===== src/sv/tts_pkg.sv =====
`default_nettype none
// ----------------------------------------------------------------------------
// tts_pkg: shared types, constants and text tables of the transcoder
// Character codes, the item and plan types, and the text pool from which
// the fixed strings of the script output are drawn.
// ----------------------------------------------------------------------------
package tts_pkg;

  localparam int unsigned CharW    = 16;
  localparam int unsigned AheadW   = 2;
  localparam int unsigned RomDepth = 32;
  localparam int unsigned RomAw    = $clog2(RomDepth);
  localparam int unsigned LenW     = 5;
  localparam int unsigned NumSeg   = 4;
  localparam int unsigned SegCntW  = 3;
  localparam int unsigned SegPtrW  = $clog2(NumSeg);

  typedef logic [CharW-1:0]   char_t;
  typedef logic [AheadW-1:0]  ahead_t;
  typedef logic [RomAw-1:0]   rom_addr_t;
  typedef logic [LenW-1:0]    seg_len_t;
  typedef logic [SegPtrW-1:0] seg_ptr_t;

  // Character codes the parser looks for
  localparam char_t ChLt = char_t'(8'h3C);  // <
  localparam char_t ChQm = char_t'(8'h3F);  // ?
  localparam char_t ChGt = char_t'(8'h3E);  // >
  localparam char_t ChEq = char_t'(8'h3D);  // =
  localparam char_t ChSq = char_t'(8'h27);  // single quote
  localparam char_t ChDq = char_t'(8'h22);  // double quote
  localparam char_t ChBs = char_t'(8'h5C);  // backslash
  localparam char_t ChLf = char_t'(8'h0A);  // newline
  localparam char_t ChCr = char_t'(8'h0D);  // carriage return

  // Pieces of output text emitted for one item
  typedef enum logic [3:0] {
    SEG_NONE,
    SEG_OPEN,        // print call with opening quote
    SEG_EXPR,        // print call without quote
    SEG_NL,          // escaped newline and string restart
    SEG_END_LIT,     // close of a literal print call
    SEG_TRAILER,     // close of the stream in literal text
    SEG_CLOSE_EXPR,  // close of a print expression, then newline
    SEG_LF,          // bare newline
    SEG_QUOTE,       // escaped single quote
    SEG_BSLASH,      // escaped backslash
    SEG_CHAR         // the item's own character
  } seg_e;

  typedef struct packed {
    char_t  ch;
    char_t  next_ch;
    char_t  after_next_ch;
    ahead_t ahead_count;
  } item_t;

  typedef struct packed {
    seg_e [NumSeg-1:0]  seg;
    logic [SegCntW-1:0] nseg;
    char_t              ch;
  } plan_t;

  // Text pool; the strings overlap where one is a tail or head of another
  localparam logic [7:0] TextRom [RomDepth] = '{
    8'h4D, 8'h75, 8'h73, 8'h68, 8'h69, 8'h2E, 8'h63, 8'h6F,  //  0: open / expr
    8'h6E, 8'h6E, 8'h2E, 8'h70, 8'h72, 8'h69, 8'h6E, 8'h74,
    8'h28, 8'h27,
    8'h20,                                                   // 18: trailer
    8'h27, 8'h29, 8'h3B, 8'h0A,                              // 19: end of literal
    8'h5C, 8'h6E, 8'h27, 8'h2B, 8'h0A, 8'h27,                // 23: newline escape
    8'h5C, 8'h5C, 8'h27                                      // 29: backslash, quote
  };

  function automatic rom_addr_t seg_start(seg_e s);
    rom_addr_t a;
    unique case (s)
      SEG_OPEN,
      SEG_EXPR:       a = rom_addr_t'(0);
      SEG_TRAILER:    a = rom_addr_t'(18);
      SEG_END_LIT:    a = rom_addr_t'(19);
      SEG_CLOSE_EXPR: a = rom_addr_t'(20);
      SEG_LF:         a = rom_addr_t'(22);
      SEG_NL:         a = rom_addr_t'(23);
      SEG_BSLASH:     a = rom_addr_t'(29);
      SEG_QUOTE:      a = rom_addr_t'(30);
      default:        a = rom_addr_t'(0);
    endcase
    return a;
  endfunction

  function automatic seg_len_t seg_len(seg_e s);
    seg_len_t n;
    unique case (s)
      SEG_OPEN:       n = seg_len_t'(18);
      SEG_EXPR:       n = seg_len_t'(17);
      SEG_TRAILER:    n = seg_len_t'(5);
      SEG_END_LIT:    n = seg_len_t'(4);
      SEG_CLOSE_EXPR: n = seg_len_t'(3);
      SEG_NL:         n = seg_len_t'(6);
      SEG_BSLASH,
      SEG_QUOTE:      n = seg_len_t'(2);
      default:        n = seg_len_t'(1);
    endcase
    return n;
  endfunction

endpackage
`default_nettype wire


===== src/sv/tts_if.sv =====
`default_nettype none
// ----------------------------------------------------------------------------
// tts_if: item channels of the transcoder
// Input channel carries one template character with lookahead; output
// channel carries one script character with an end-of-run flag.
// ----------------------------------------------------------------------------
interface tts_in_if import tts_pkg::*; ();
  logic   valid;
  logic   ready;
  char_t  ch;
  char_t  next_ch;
  char_t  after_next_ch;
  ahead_t ahead_count;

  modport source (output valid, output ch, output next_ch, output after_next_ch,
                  output ahead_count, input ready);
  modport sink   (input valid, input ch, input next_ch, input after_next_ch,
                  input ahead_count, output ready);
endinterface

interface tts_out_if import tts_pkg::*; ();
  logic  valid;
  logic  ready;
  char_t out_ch;
  logic  run_last;

  modport source (output valid, output out_ch, output run_last, input ready);
  modport sink   (input valid, input out_ch, input run_last, output ready);
endinterface
`default_nettype wire


===== src/sv/tts_plan.sv =====
`default_nettype none
// ----------------------------------------------------------------------------
// tts_plan: parser state and output planning
// Holds the mode, quote and skip state, and turns one item into a short list
// of output text pieces. State advances when the item is taken.
// ----------------------------------------------------------------------------
module tts_plan import tts_pkg::*; (
  input  wire logic  clk_i,
  input  wire logic  rst_ni,
  input  wire logic  en_i,
  input  wire item_t item_i,
  output plan_t      plan_o
);

  typedef struct packed {
    logic   started;
    logic   code_mode;
    logic   quote_open;
    char_t  quote_kind;
    logic   print_expr;
    ahead_t skip_left;
    char_t  previous_char;
  } st_t;

  st_t st_q, st_d;

  // Decide the next state and the pieces to emit
  always_comb begin
    seg_e               seg_pre, seg_b1, seg_b2, seg_tr;
    seg_e [NumSeg-1:0]  list;
    logic               handle;
    logic               near1, near2, near3;
    logic [SegCntW-1:0] cnt;

    st_d    = st_q;
    handle  = 1'b1;
    seg_pre = SEG_NONE;
    seg_b1  = SEG_NONE;
    seg_b2  = SEG_NONE;
    seg_tr  = SEG_NONE;
    near1   = (item_i.ahead_count != ahead_t'(0));
    near2   = item_i.ahead_count[1];
    near3   = &item_i.ahead_count;

    // Stream start or skipped mark characters
    if (!st_q.started) begin
      st_d.started = 1'b1;
      if (item_i.ch == ChLt && near1 && item_i.next_ch == ChQm) begin
        st_d.code_mode = 1'b1;
        st_d.skip_left = ahead_t'(1);
        handle         = 1'b0;
      end else begin
        st_d.code_mode = 1'b0;
        seg_pre        = SEG_OPEN;
      end
    end else if (st_q.skip_left != ahead_t'(0)) begin
      st_d.skip_left = st_q.skip_left - ahead_t'(1);
      handle         = 1'b0;
    end

    // Handle the character itself
    if (handle) begin
      if (!st_d.code_mode && item_i.ch == ChSq) begin
        seg_b1 = SEG_QUOTE;
      end else if (!st_d.code_mode && item_i.ch == ChLf) begin
        seg_b1 = SEG_NL;
      end else if (!st_d.code_mode && item_i.ch == ChBs) begin
        seg_b1 = SEG_BSLASH;
      end else if (st_d.code_mode && (item_i.ch == ChSq || item_i.ch == ChDq)) begin
        if (st_q.quote_open) begin
          if (item_i.ch == st_q.quote_kind && st_q.previous_char != ChBs) begin
            st_d.quote_open = 1'b0;
          end
        end else begin
          st_d.quote_open = 1'b1;
          st_d.quote_kind = item_i.ch;
        end
        seg_b1 = SEG_CHAR;
      end else if (item_i.ch == ChCr) begin
        seg_b1 = SEG_NONE;
      end else if (item_i.ch == ChLt && near2 && !st_d.code_mode &&
                   item_i.next_ch == ChQm) begin
        st_d.print_expr = 1'b0;
        st_d.code_mode  = 1'b1;
        st_d.quote_open = 1'b0;
        st_d.skip_left  = ahead_t'(1);
        seg_b1          = SEG_END_LIT;
        if (near3 && item_i.after_next_ch == ChEq) begin
          st_d.print_expr = 1'b1;
          st_d.skip_left  = ahead_t'(2);
          seg_b2          = SEG_EXPR;
        end
      end else if (item_i.ch == ChQm && !st_q.quote_open && near2 && st_d.code_mode &&
                   item_i.next_ch == ChGt) begin
        seg_b1         = st_q.print_expr ? SEG_CLOSE_EXPR : SEG_LF;
        seg_b2         = SEG_OPEN;
        st_d.code_mode = 1'b0;
        st_d.skip_left = ahead_t'(1);
      end else begin
        seg_b1 = SEG_CHAR;
      end
    end

    st_d.previous_char = item_i.ch;

    // Close the stream on its last item
    if (!near1) begin
      if (!st_d.code_mode) begin
        seg_tr = SEG_TRAILER;
      end
      st_d = '0;
    end

    // Pack the pieces to the front of the list
    list        = {NumSeg{SEG_NONE}};
    cnt         = '0;
    plan_o.seg  = {NumSeg{SEG_NONE}};
    list[0]     = seg_pre;
    list[1]     = seg_b1;
    list[2]     = seg_b2;
    list[3]     = seg_tr;
    for (int k = 0; k < NumSeg; k++) begin
      if (list[k] != SEG_NONE) begin
        plan_o.seg[cnt[SegPtrW-1:0]] = list[k];
        cnt = cnt + SegCntW'(1);
      end
    end
    plan_o.nseg = cnt;
    plan_o.ch   = item_i.ch;
  end

  // Hold state; advance when an item is taken
  always_ff @(posedge clk_i or negedge rst_ni) begin
    if (!rst_ni) begin
      st_q <= '0;
    end else if (en_i) begin
      st_q <= st_d;
    end
  end

endmodule
`default_nettype wire


===== src/sv/template_to_script_transcoder_top.sv =====
`default_nettype none
// ----------------------------------------------------------------------------
// template_to_script_transcoder_top: template text to script text
// Wraps literal text in print calls, passes code through and opens print
// expressions, one script character per output item.
// ----------------------------------------------------------------------------
//  Channel | Direction | Payload                                   | Handshake
//  in_i    | sink      | ch, next_ch, after_next_ch, ahead_count   | valid/ready
//  out_o   | source    | out_ch, run_last                          | valid/ready
//
//  An input item emitting k characters holds the output port for k output
//  items (k from 0 to 29); items emitting zero or one character go at one
//  per cycle unless out_o stalls; the rate is set by the single output port,
//  fed by the segment emitter; items pass input, plan and output registers.
//  Reset is asynchronous and clears parser state and all valid flags.
//  A stall on out_o backs up through the emitter to in_i.ready.
// ----------------------------------------------------------------------------
module template_to_script_transcoder_top import tts_pkg::*; (
  input  wire logic clk_i,
  input  wire logic rst_ni,
  tts_in_if.sink    in_i,
  tts_out_if.source out_o
);

  // Input register
  logic  a_valid_q, a_valid_d;
  item_t a_item_q;
  logic  in_ready, in_take, a_move;

  // Plan register and emitter position
  logic     b_valid_q, b_valid_d;
  plan_t    b_plan_q;
  seg_ptr_t b_ptr_q, b_ptr_d;
  seg_len_t b_idx_q, b_idx_d;
  plan_t    plan;
  seg_e     cur_seg;
  seg_len_t cur_len;
  char_t    cur_char;
  logic     last_in_seg, last_of_plan, b_adv, b_free;

  // Output register
  logic  c_valid_q, c_valid_d;
  char_t c_ch_q;
  logic  c_last_q;

  tts_plan u_plan (
    .clk_i  (clk_i),
    .rst_ni (rst_ni),
    .en_i   (a_move),
    .item_i (a_item_q),
    .plan_o (plan)
  );

  // Select the current character of the plan
  always_comb begin
    rom_addr_t addr;
    cur_seg      = b_plan_q.seg[b_ptr_q];
    cur_len      = seg_len(cur_seg);
    addr         = seg_start(cur_seg) + b_idx_q[RomAw-1:0];
    last_in_seg  = (b_idx_q == cur_len - seg_len_t'(1));
    last_of_plan = last_in_seg &&
                   ({1'b0, b_ptr_q} == b_plan_q.nseg - SegCntW'(1));
    if (cur_seg == SEG_CHAR) begin
      cur_char = b_plan_q.ch;
    end else begin
      cur_char = {{(CharW-8){1'b0}}, TextRom[addr]};
    end
  end

  // Handshake between the stages
  assign b_adv    = b_valid_q && (!c_valid_q || out_o.ready);
  assign b_free   = !b_valid_q || (b_adv && last_of_plan);
  assign a_move   = a_valid_q && b_free;
  assign in_ready = !a_valid_q || a_move;
  assign in_take  = in_i.valid && in_ready;

  // Next values of the control registers
  always_comb begin
    a_valid_d = a_valid_q;
    b_valid_d = b_valid_q;
    b_ptr_d   = b_ptr_q;
    b_idx_d   = b_idx_q;
    c_valid_d = c_valid_q;

    if (in_take) begin
      a_valid_d = 1'b1;
    end else if (a_move) begin
      a_valid_d = 1'b0;
    end

    if (a_move) begin
      b_valid_d = (plan.nseg != SegCntW'(0));
      b_ptr_d   = '0;
      b_idx_d   = '0;
    end else if (b_adv) begin
      if (last_of_plan) begin
        b_valid_d = 1'b0;
      end else if (last_in_seg) begin
        b_ptr_d = b_ptr_q + seg_ptr_t'(1);
        b_idx_d = '0;
      end else begin
        b_idx_d = b_idx_q + seg_len_t'(1);
      end
    end

    if (b_adv) begin
      c_valid_d = 1'b1;
    end else if (out_o.ready) begin
      c_valid_d = 1'b0;
    end
  end

  // Hold control state
  always_ff @(posedge clk_i or negedge rst_ni) begin
    if (!rst_ni) begin
      a_valid_q <= 1'b0;
      b_valid_q <= 1'b0;
      b_ptr_q   <= '0;
      b_idx_q   <= '0;
      c_valid_q <= 1'b0;
    end else begin
      a_valid_q <= a_valid_d;
      b_valid_q <= b_valid_d;
      b_ptr_q   <= b_ptr_d;
      b_idx_q   <= b_idx_d;
      c_valid_q <= c_valid_d;
    end
  end

  // Load payload registers
  always_ff @(posedge clk_i) begin
    if (in_take) begin
      a_item_q.ch            <= in_i.ch;
      a_item_q.next_ch       <= in_i.next_ch;
      a_item_q.after_next_ch <= in_i.after_next_ch;
      a_item_q.ahead_count   <= in_i.ahead_count;
    end
    if (a_move) begin
      b_plan_q <= plan;
    end
    if (b_adv) begin
      c_ch_q   <= cur_char;
      c_last_q <= last_of_plan;
    end
  end

  assign in_i.ready     = in_ready;
  assign out_o.valid    = c_valid_q;
  assign out_o.out_ch   = c_ch_q;
  assign out_o.run_last = c_last_q;

endmodule
`default_nettype wire


===== src/flat_wrapper.sv =====
// flat-port wrapper written by rule: the top's interface ports become plain ports
module template_to_script_transcoder_top_flat import tts_pkg::*;
  (clk_i, rst_ni, in_i_valid, in_i_ch, in_i_next_ch, in_i_after_next_ch, in_i_ahead_count, in_i_ready, out_o_valid, out_o_out_ch, out_o_run_last, out_o_ready);
  tts_in_if in_i_i ();
  tts_out_if out_o_i ();
  input  wire logic clk_i;
  input  wire logic rst_ni;
  input wire logic [$bits(in_i_i.valid)-1:0] in_i_valid;
  input wire logic [$bits(in_i_i.ch)-1:0] in_i_ch;
  input wire logic [$bits(in_i_i.next_ch)-1:0] in_i_next_ch;
  input wire logic [$bits(in_i_i.after_next_ch)-1:0] in_i_after_next_ch;
  input wire logic [$bits(in_i_i.ahead_count)-1:0] in_i_ahead_count;
  output wire logic [$bits(in_i_i.ready)-1:0] in_i_ready;
  output wire logic [$bits(out_o_i.valid)-1:0] out_o_valid;
  output wire logic [$bits(out_o_i.out_ch)-1:0] out_o_out_ch;
  output wire logic [$bits(out_o_i.run_last)-1:0] out_o_run_last;
  input wire logic [$bits(out_o_i.ready)-1:0] out_o_ready;
  assign in_i_i.valid = in_i_valid;
  assign in_i_i.ch = in_i_ch;
  assign in_i_i.next_ch = in_i_next_ch;
  assign in_i_i.after_next_ch = in_i_after_next_ch;
  assign in_i_i.ahead_count = in_i_ahead_count;
  assign in_i_ready = in_i_i.ready;
  assign out_o_valid = out_o_i.valid;
  assign out_o_out_ch = out_o_i.out_ch;
  assign out_o_run_last = out_o_i.run_last;
  assign out_o_i.ready = out_o_ready;
  template_to_script_transcoder_top u_core (.clk_i(clk_i), .rst_ni(rst_ni), .in_i(in_i_i), .out_o(out_o_i));
endmodule

===== config.mk =====
export PLATFORM = sky130hd
export DESIGN_NAME = template_to_script_transcoder_top_flat
export DESIGN_NICKNAME = d
export VERILOG_FILES = /design/src/sv/tts_pkg.sv /design/src/sv/tts_if.sv /design/src/sv/tts_plan.sv /design/src/sv/template_to_script_transcoder_top.sv /design/src/flat_wrapper.sv
export SDC_FILE = /design/constraint.sdc
export NUM_CORES = 1
export LEC_CHECK = 0
export ABC_AREA = 1
export BUFFER_PORTS_ARGS = -buffer_cell sky130_fd_sc_hd__buf_2
export CAP_MARGIN = 0
export CORE_AREA = 2 2 134 136
export CTS_CLUSTER_SIZE = 12
export DETAILED_ROUTE_END_ITERATION = 16
export DIE_AREA = 0 0 136 138
export SLEW_MARGIN = 20
export SYNTH_ARGS = -nofsm -noshare
export SYNTH_HDL_FRONTEND = slang
export SYNTH_SLANG_ARGS = --single-unit

===== constraint.sdc =====
create_clock -name clk_i -period 5.1 [get_ports clk_i]
set_clock_uncertainty 0.05 [all_clocks]
set_input_delay 0.255 -clock clk_i [delete_from_list [all_inputs] [get_ports clk_i]]
set_output_delay 0.255 -clock clk_i [all_outputs]
set_load 0.03 [all_outputs]

==> flow_summary.json, run 1 <==
{
  "status": "finished, final reports clean",
  "leakage_nw": 4.30,
  "viasPerCell": 4.89,
  "n_antenna_cell": 0,
  "cts_made_buffers": 17,
  "final_common_cell": "nand2_1",
  "post_drt_wl_per_cell_um": 13.9,
  "rsz0062_at_grt": "no",
  "power_density_nw_per_um2": 582,
  "htree_num_levels": 4,
  "vdd_ir_drop_max_mv": 0.375,
  "hold_slack_ps": 59.6,
  "path_class": "reg2reg",
  "cp-end-kind": "register",
  "globalRouteOverflowTotal": 0,
  "dr_total_vias": 5762,
  "final.fill_count": 1602,
  "row_count": 49,
  "grt_max_degree": 51,
  "startpoint_type": "register",
  "synth_async_sr_flop_share_pct": 32.4,
  "cp_cell_sequence": "inv_2 > nand2_1 > nand3_1 > nand2_4 > inv_1 > ha_1 > nand3b_1 > nand3_1 > nand2_1 > inv_1 > ha_1 > ha_1 > xor2_1 > nand3_1 > nor2_1 > nand3_2 > nor2_4 > nand3_4 > nand3_1 > nand2_1 > inv_2 > buf_4",
  "place.gp.congestion": 0.941,
  "tightest_slew_ps": 657,
  "min_to": "u_core.a_valid_q$_DFFE_PN0P_",
  "yosysWarnings": 0,
  "place_inst": 1095,
  "pin_count": 73,
  "ff2ff_setup_slack_ps": 920,
  "cts_setup_buffers": 0,
  "setup_violations": 0,
  "netlist_area_um2": 7660,
  "nets": 1018,
  "cp_data_required_time_ps": 5100,
  "die_h_um": 138,
  "dieWidth_um": 136,
  "finalHoldViolCount": 0,
  "dp.final_hpwl_mm": 11.2,
  "multi_input_area_um2": 2960,
  "synth_seq_area_share_pct": 54.9,
  "reg2reg_depth": 22,
  "cts_root_buf": "clkbuf_16",
  "hold_path_class": "in2reg",
  "min_period_over_period_pct": 82.0,
  "regArea_um2": 4200,
  "ant_nets": 0,
  "grt_pass1_vias": 5699,
  "cts.repair.resized": 0,
  "cp_slowest_cell": "dfrtp_1",
  "maxCapViolCount": 0,
  "area_delta_synth_final_pct": 22.2,
  "ys.flop_type": "edfxtp_1",
  "fin_tns_setup_ps": 0,
  "rr_endpoint": "u_core.a_item_q[31]$_DFFE_PP_",
  "crit_fanout": 50,
  "clkLatencyLatePin_ps": 420,
  "cts_hold_buffers": 51,
  "period_minus_slack_ps": 4180,
  "route.detailed.drc": 0,
  "fmax_mhz": 239,
  "clk_pin_slew_ps": 60,
  "grt_first_pass_wirelength_mm": 27.7,
  "synth_nets": 881,
  "firstDrtPassIters": 5,
  "syn_inst": 799,
  "core_area_um2": 17500,
  "slew_headroom_pct": 56.2,
  "antenna_found_initial": 0,
  "fin_util_pct": 53.4,
  "final_cells": 1178,
  "cts.sinks": 148,
  "start_util_pct": 43.7,
  "drt-total-wl_mm": 16.4,
  "critPathMostFrequentCell": "nand3_1",
  "drive_above_1_share_pct": 17.4,
  "rr_startpoint": "u_core.b_ptr_q[0]$_DFFE_PN0P_",
  "synth_seq_cells": 148,
  "cp.arrival_ps": 4180,
  "critPathBufInv": 5,
  "drtIter0Drc": 493,
  "final_cell_mix": "nand2_1, inv_1, edfxtp_1, buf_2, nor2_1",
  "holdPathStages": 3,
  "syn_area_per_cell_um2": 9.59,
  "portBuffers": 72,
  "dieArea_um2": 18800,
  "cp_slowest_stage_delay_ps": 570,
  "cts_buffer_depth": 2,
  "cts_tree": "done",
  "min-delay-start": "in_i_valid",
  "cp_top_family": "simple AND/OR/NAND/NOR gates",
  "maxSlewViolCount": 0,
  "ys_types": 52,
  "grt_use_total_pct": 18.7,
  "synth_edf_count": 100
}
==> area by class of cell <==
type | count | area share (%)
Sequential cell | 148 | 44.9
Multi-Input combinational cell | 527 | 31.6
Timing Repair Buffer | 130 | 9.86
Clock buffer | 20 | 4.66
Inverter | 112 | 4.52
Tap cell | 229 | 3.06
Clock inverter | 12 | 1.40
==> cells in the mapped netlist (all sizes together), types with 2 or more instances <==
cell type / instances / area (um^2)
a21boi: 2 / 26.3
a21oi: 13 / 65.1
a31oi: 4 / 25.0
buf: 8 / 61.3
clkbuf: 4 / 15.0
clkinv: 2 / 7.51
dfrtp: 48 / 1200
edfxtp: 100 / 3000
ha: 27 / 338
inv: 110 / 415
nand2: 206 / 855
nand3: 58 / 355
nand3b: 3 / 22.5
nand4: 27 / 175
nor2: 80 / 342
nor3: 15 / 75.1
nor3b: 3 / 22.5
nor4: 4 / 25.0
o211ai: 4 / 35.0
o21a: 2 / 15.0
o21ai: 36 / 225
o22ai: 3 / 18.8
o311ai: 2 / 17.5
o31ai: 2 / 15.0
or2: 7 / 43.8
xnor2: 6 / 52.6
xor2: 16 / 140
==> flip-flops by register name (all words and copies together), names as in the netlist <==
register	cells
u_core.out_o.out_ch	16
u_core.b_idx_q	5
u_core.b_plan_q	33
u_core.a_item_q	50
u_core.a_valid_q	1
u_core.out_o.run_last	1
u_core.b_valid_q	1
u_core.out_o.valid	1
u_core.b_ptr_q	2
u_core.u_plan.st_q	38
==> worst register-to-register path, stage by stage, from the launching register on <==
cell,delay [ps]
dfrtp_1,570
inv_2,190
nand2_1,90
nand3_1,110
nand2_4,160
inv_1,80
ha_1,190
nand3b_1,160
nand3_1,90
nand2_1,70
inv_1,60
ha_1,130
ha_1,230
xor2_1,130
nand3_1,80
nor2_1,150
nand3_2,110
nor2_4,220
nand3_4,130
nand3_1,140
nand2_1,90
inv_2,50
buf_4,520
==> per-stage QoR <==
step | instance area (um^2) | power (mW) | setup slack [ps]
5_1_grt | 9360 | 5.91 | 426
3_3_place_gp | 8290 | 4.21 | 945
3_5_place_dp | 8290 | 4.22 | 854
6_report | 9360 | 5.45 | 919
4_1_cts | 9360 | 5.47 | 841
2_1_floorplan | 7660 | 3.68 | 733
==> routing by layer <==
layer,wire length [um],vias up,global-route usage [%],share of wire [%]
li1,-,2944,-,-
met1,7730,2666,25.9,47
met2,7770,138,29.5,48
met3,708,14,4.29,4.3
met4,138,0,5.48,0.84
met5,0,-,0,0
==> worst max path at each step <==
stage	cells after the start	from	to	slack [ps]
2_1_floorplan	21	u_core.b_ptr_q[1]$_DFFE_PN0P_	u_core.a_item_q[0]$_DFFE_PP_	730
3_3_place_gp	22	u_core.b_ptr_q[0]$_DFFE_PN0P_	u_core.a_item_q[31]$_DFFE_PP_	940
3_5_place_dp	22	u_core.b_ptr_q[0]$_DFFE_PN0P_	u_core.a_item_q[20]$_DFFE_PP_	850
4_1_cts	22	u_core.b_ptr_q[0]$_DFFE_PN0P_	u_core.a_item_q[2]$_DFFE_PP_	840
5_1_grt	22	u_core.b_ptr_q[0]$_DFFE_PN0P_	u_core.a_item_q[2]$_DFFE_PP_	430
6_report	22	u_core.b_ptr_q[0]$_DFFE_PN0P_	u_core.a_item_q[31]$_DFFE_PP_	920
==> logic make-up after synthesis <==
kind of cell / Yosys count / synth area share [%]
AND/OR/NAND/NOR: 403 / 25.0
flip-flops: 148 / 54.9
buffers and inverters: 124 / 6.52
AO/OA/AOI/OAI: 74 / 6.43
adder cells (fa/ha/maj): 28 / 4.67
XOR/XNOR: 22 / 2.51
==> where the power goes <==
group          switching (mW)  internal [mW]
clock network           0.488          0.721
registers               0.145           1.60
logic                    1.60          0.893
(Power assumes the default switching activity.)
==> run 2: changes to the inputs <==
==> constraint.sdc (replaced) <==
create_clock -name clk_i -period 3.8 [get_ports clk_i]
set_clock_uncertainty 0.05 [all_clocks]
set_input_delay 0.19 -clock clk_i [delete_from_list [all_inputs] [get_ports clk_i]]
set_output_delay 0.19 -clock clk_i [all_outputs]
set_load 0.03 [all_outputs]
==> flow_summary.json, run 2 (same netlist as run 1, synthesis figures left out) <==
{
  "status": "finished, final reports clean",
  "min_period_over_period_pct": 93.0,
  "worst_slack_ps": 264,
  "power.internal_mw": 4.62,
  "min-delay-start": "out_o_ready",
  "drt-total-wl_mm": 17.0,
  "grt_max_degree": 51,
  "maxCapViolCount": 0,
  "hold_path_class": "in2reg",
  "cp_cell_sequence": "buf_4 > nand2_1 > nand3_1 > nand2_4 > buf_4 > ha_1 > o211ai_2 > nand2_2 > ha_1 > ha_1 > xor2_1 > nand3_1 > nor2_2 > nand3_2 > nor2_4 > nand3_4 > nand3_4 > buf_6",
  "cp-end-kind": "primary output",
  "final.fill_count": 1578,
  "tightest_slew_ps": 640,
  "pwr-share-clk_pct": 22.2,
  "p_total_mw": 7.79,
  "cp.arrival_ps": 3300,
  "critPathMostFrequentCell": "ha_1",
  "cts_buffer_depth": 2,
  "drtIter0Drc": 374,
  "grt_first_pass_wirelength_mm": 28.2,
  "ant_nets": 0,
  "seq_power_share_pct": 29.7,
  "reg2reg_depth": 20,
  "ff2ff_setup_slack_ps": 270,
  "path_class": "reg2out",
  "crit_fanout": 7,
  "p_sw_mw": 3.17,
  "cts_made_buffers": 17,
  "n_antenna_cell": 0,
  "cp-startpoint": "u_core.b_ptr_q[0]$_DFFE_PN0P_",
  "cp_slowest_cell": "dfrtp_2",
  "reg_top3": "u_core.a_item_q: 50 flops, u_core.u_plan.st_q: 38 flops, u_core.b_plan_q: 33 flops",
  "dr_total_vias": 5937,
  "startpoint_type": "register",
  "antenna_found_initial": 0,
  "grt_use_total_pct": 19.2,
  "finalHoldViolCount": 0,
  "cts.sinks": 148,
  "multi_input_area_um2": 3000,
  "place.gp.congestion": 0.963,
  "pin_count": 73,
  "place_inst": 1135,
  "pre_cts_slack_ps": 54.7,
  "fin_tns_setup_ps": 0,
  "swShare_pct": 40.7,
  "core_area_um2": 17500,
  "rr_startpoint": "u_core.b_ptr_q[0]$_DFFE_PN0P_",
  "vdd_ir_drop_max_mv": 0.609,
  "final_common_cell": "nand2_1",
  "maxSlewViolCount": 0,
  "rr_endpoint": "u_core.out_o.out_ch[3]$_DFFE_PP_",
  "largest_reg_flops": 50,
  "dp.final_hpwl_mm": 11.8,
  "period_minus_slack_ps": 3540,
  "clk_pin_slew_ps": 60,
  "die_h_um": 138,
  "setup_violations": 0,
  "post_drt_wl_per_cell_um": 13.9,
  "final_cells": 1226,
  "final_cell_mix": "nand2_1, inv_1, edfxtp_1, buf_2, nor2_1",
  "slew_headroom_pct": 57.3,
  "drive_above_1_share_pct": 23.0,
  "cts_root_buf": "clkbuf_16",
  "row_count": 49,
  "dieWidth_um": 136,
  "leakage_nw": 4.57,
  "combPwrFrac_pct": 48.1,
  "htree_num_levels": 4,
  "grt_pass1_vias": 5831,
  "regArea_um2": 4210,
  "globalRouteOverflowTotal": 0,
  "power_density_nw_per_um2": 789,
  "firstDrtPassIters": 5,
  "top_register": "u_core.a_item_q",
  "route.detailed.drc": 0,
  "viasPerCell": 4.84,
  "holdPathStages": 4,
  "cts_tree": "done",
  "cp_data_required_time_ps": 3560,
  "min_to": "u_core.out_o.valid$_DFFE_PN0P_",
  "clkLatencyLatePin_ps": 420,
  "start_util_pct": 43.7,
  "cp_slowest_stage_delay_ps": 420,
  "portBuffers": 72,
  "area_delta_synth_final_pct": 28.9,
  "dieArea_um2": 18800,
  "nets": 1066,
  "fmax_mhz": 283
}
[run 2: cell count changes in the layout (fill, tap and decap cells not counted), sizes merged]
cell and delta:
buf +46, inv +5, clkbuf -2, clkinv -2
dlygate4sd3 +1
[run 2: layout make-up]
class / count / share of cell area, %
Clock buffer: 17 / 4.31
Clock inverter: 15 / 1.91
Inverter: 112 / 4.35
Multi-Input combinational cell: 527 / 30.4
Sequential cell: 148 / 42.6
Tap cell: 229 / 2.90
Timing Repair Buffer: 178 / 13.5
[run 2: metal layers]
metal | vias to the layer above | global-route usage, % | share of wire [%]
li1 | 3036 | - | -
met1 | 2734 | 25.3 | 46
met2 | 150 | 32.0 | 48
met3 | 17 | 4.11 | 4.6
met4 | 0 | 5.32 | 1.1
met5 | - | 0 | 0
[run 2: worst max-delay path, delay by kind of cell, from the launching register on]
kind / cells / cell delay [ps]
buffers and inverters: 3 / 430
XOR/XNOR: 1 / 140
flip-flops: 1 / 420
AND/OR/NAND/NOR: 10 / 1020
AO/OA/AOI/OAI: 1 / 170
adder cells (fa/ha/maj): 3 / 680
[run 2: what timing repair did]
action	in CTS	in global routing
resized for setup	1	17
endpoints found under the hold margin	99	0
setup buffers	0	6
endpoints found under the setup margin	1	111
pin swaps	0	2
cloned	0	1
hold buffers	52	0
[run 2: how the worst max path moves through the flow]
stage,to
finish,in_i_ready
global route,u_core.b_valid_q$_DFFE_PN0P_
CTS,in_i_ready
detailed placement,u_core.out_o.out_ch[3]$_DFFE_PP_
global placement,u_core.a_item_q[20]$_DFFE_PP_
floorplan,u_core.u_plan.st_q[11]$_DFFE_PN0P_
[run 2: per-stage QoR]
stage	hold WS (ps)	cell area, um^2	utilization [%]
after floorplan	-156	7670	-
after global placement	297	8620	49.2
after detailed placement	302	8620	49.2
after CTS	50.2	9760	55.7
after global routing	117	9870	56.3
final	95.4	9870	56.3
[run 2: power groups by stage]
| stage | logic (mW) | clock network [mW] | registers, mW |
|---|---|---|---|
| 2_1_floorplan | 2.53 | 0 | 2.41 |
| 5_1_grt | 4.26 | 1.84 | 2.34 |
| 6_report | 3.75 | 1.73 | 2.31 |
| 4_1_cts | 3.60 | 1.76 | 2.31 |
| 3_3_place_gp | 3.58 | 0 | 2.34 |
| 3_5_place_dp | 3.54 | 0 | 2.34 |
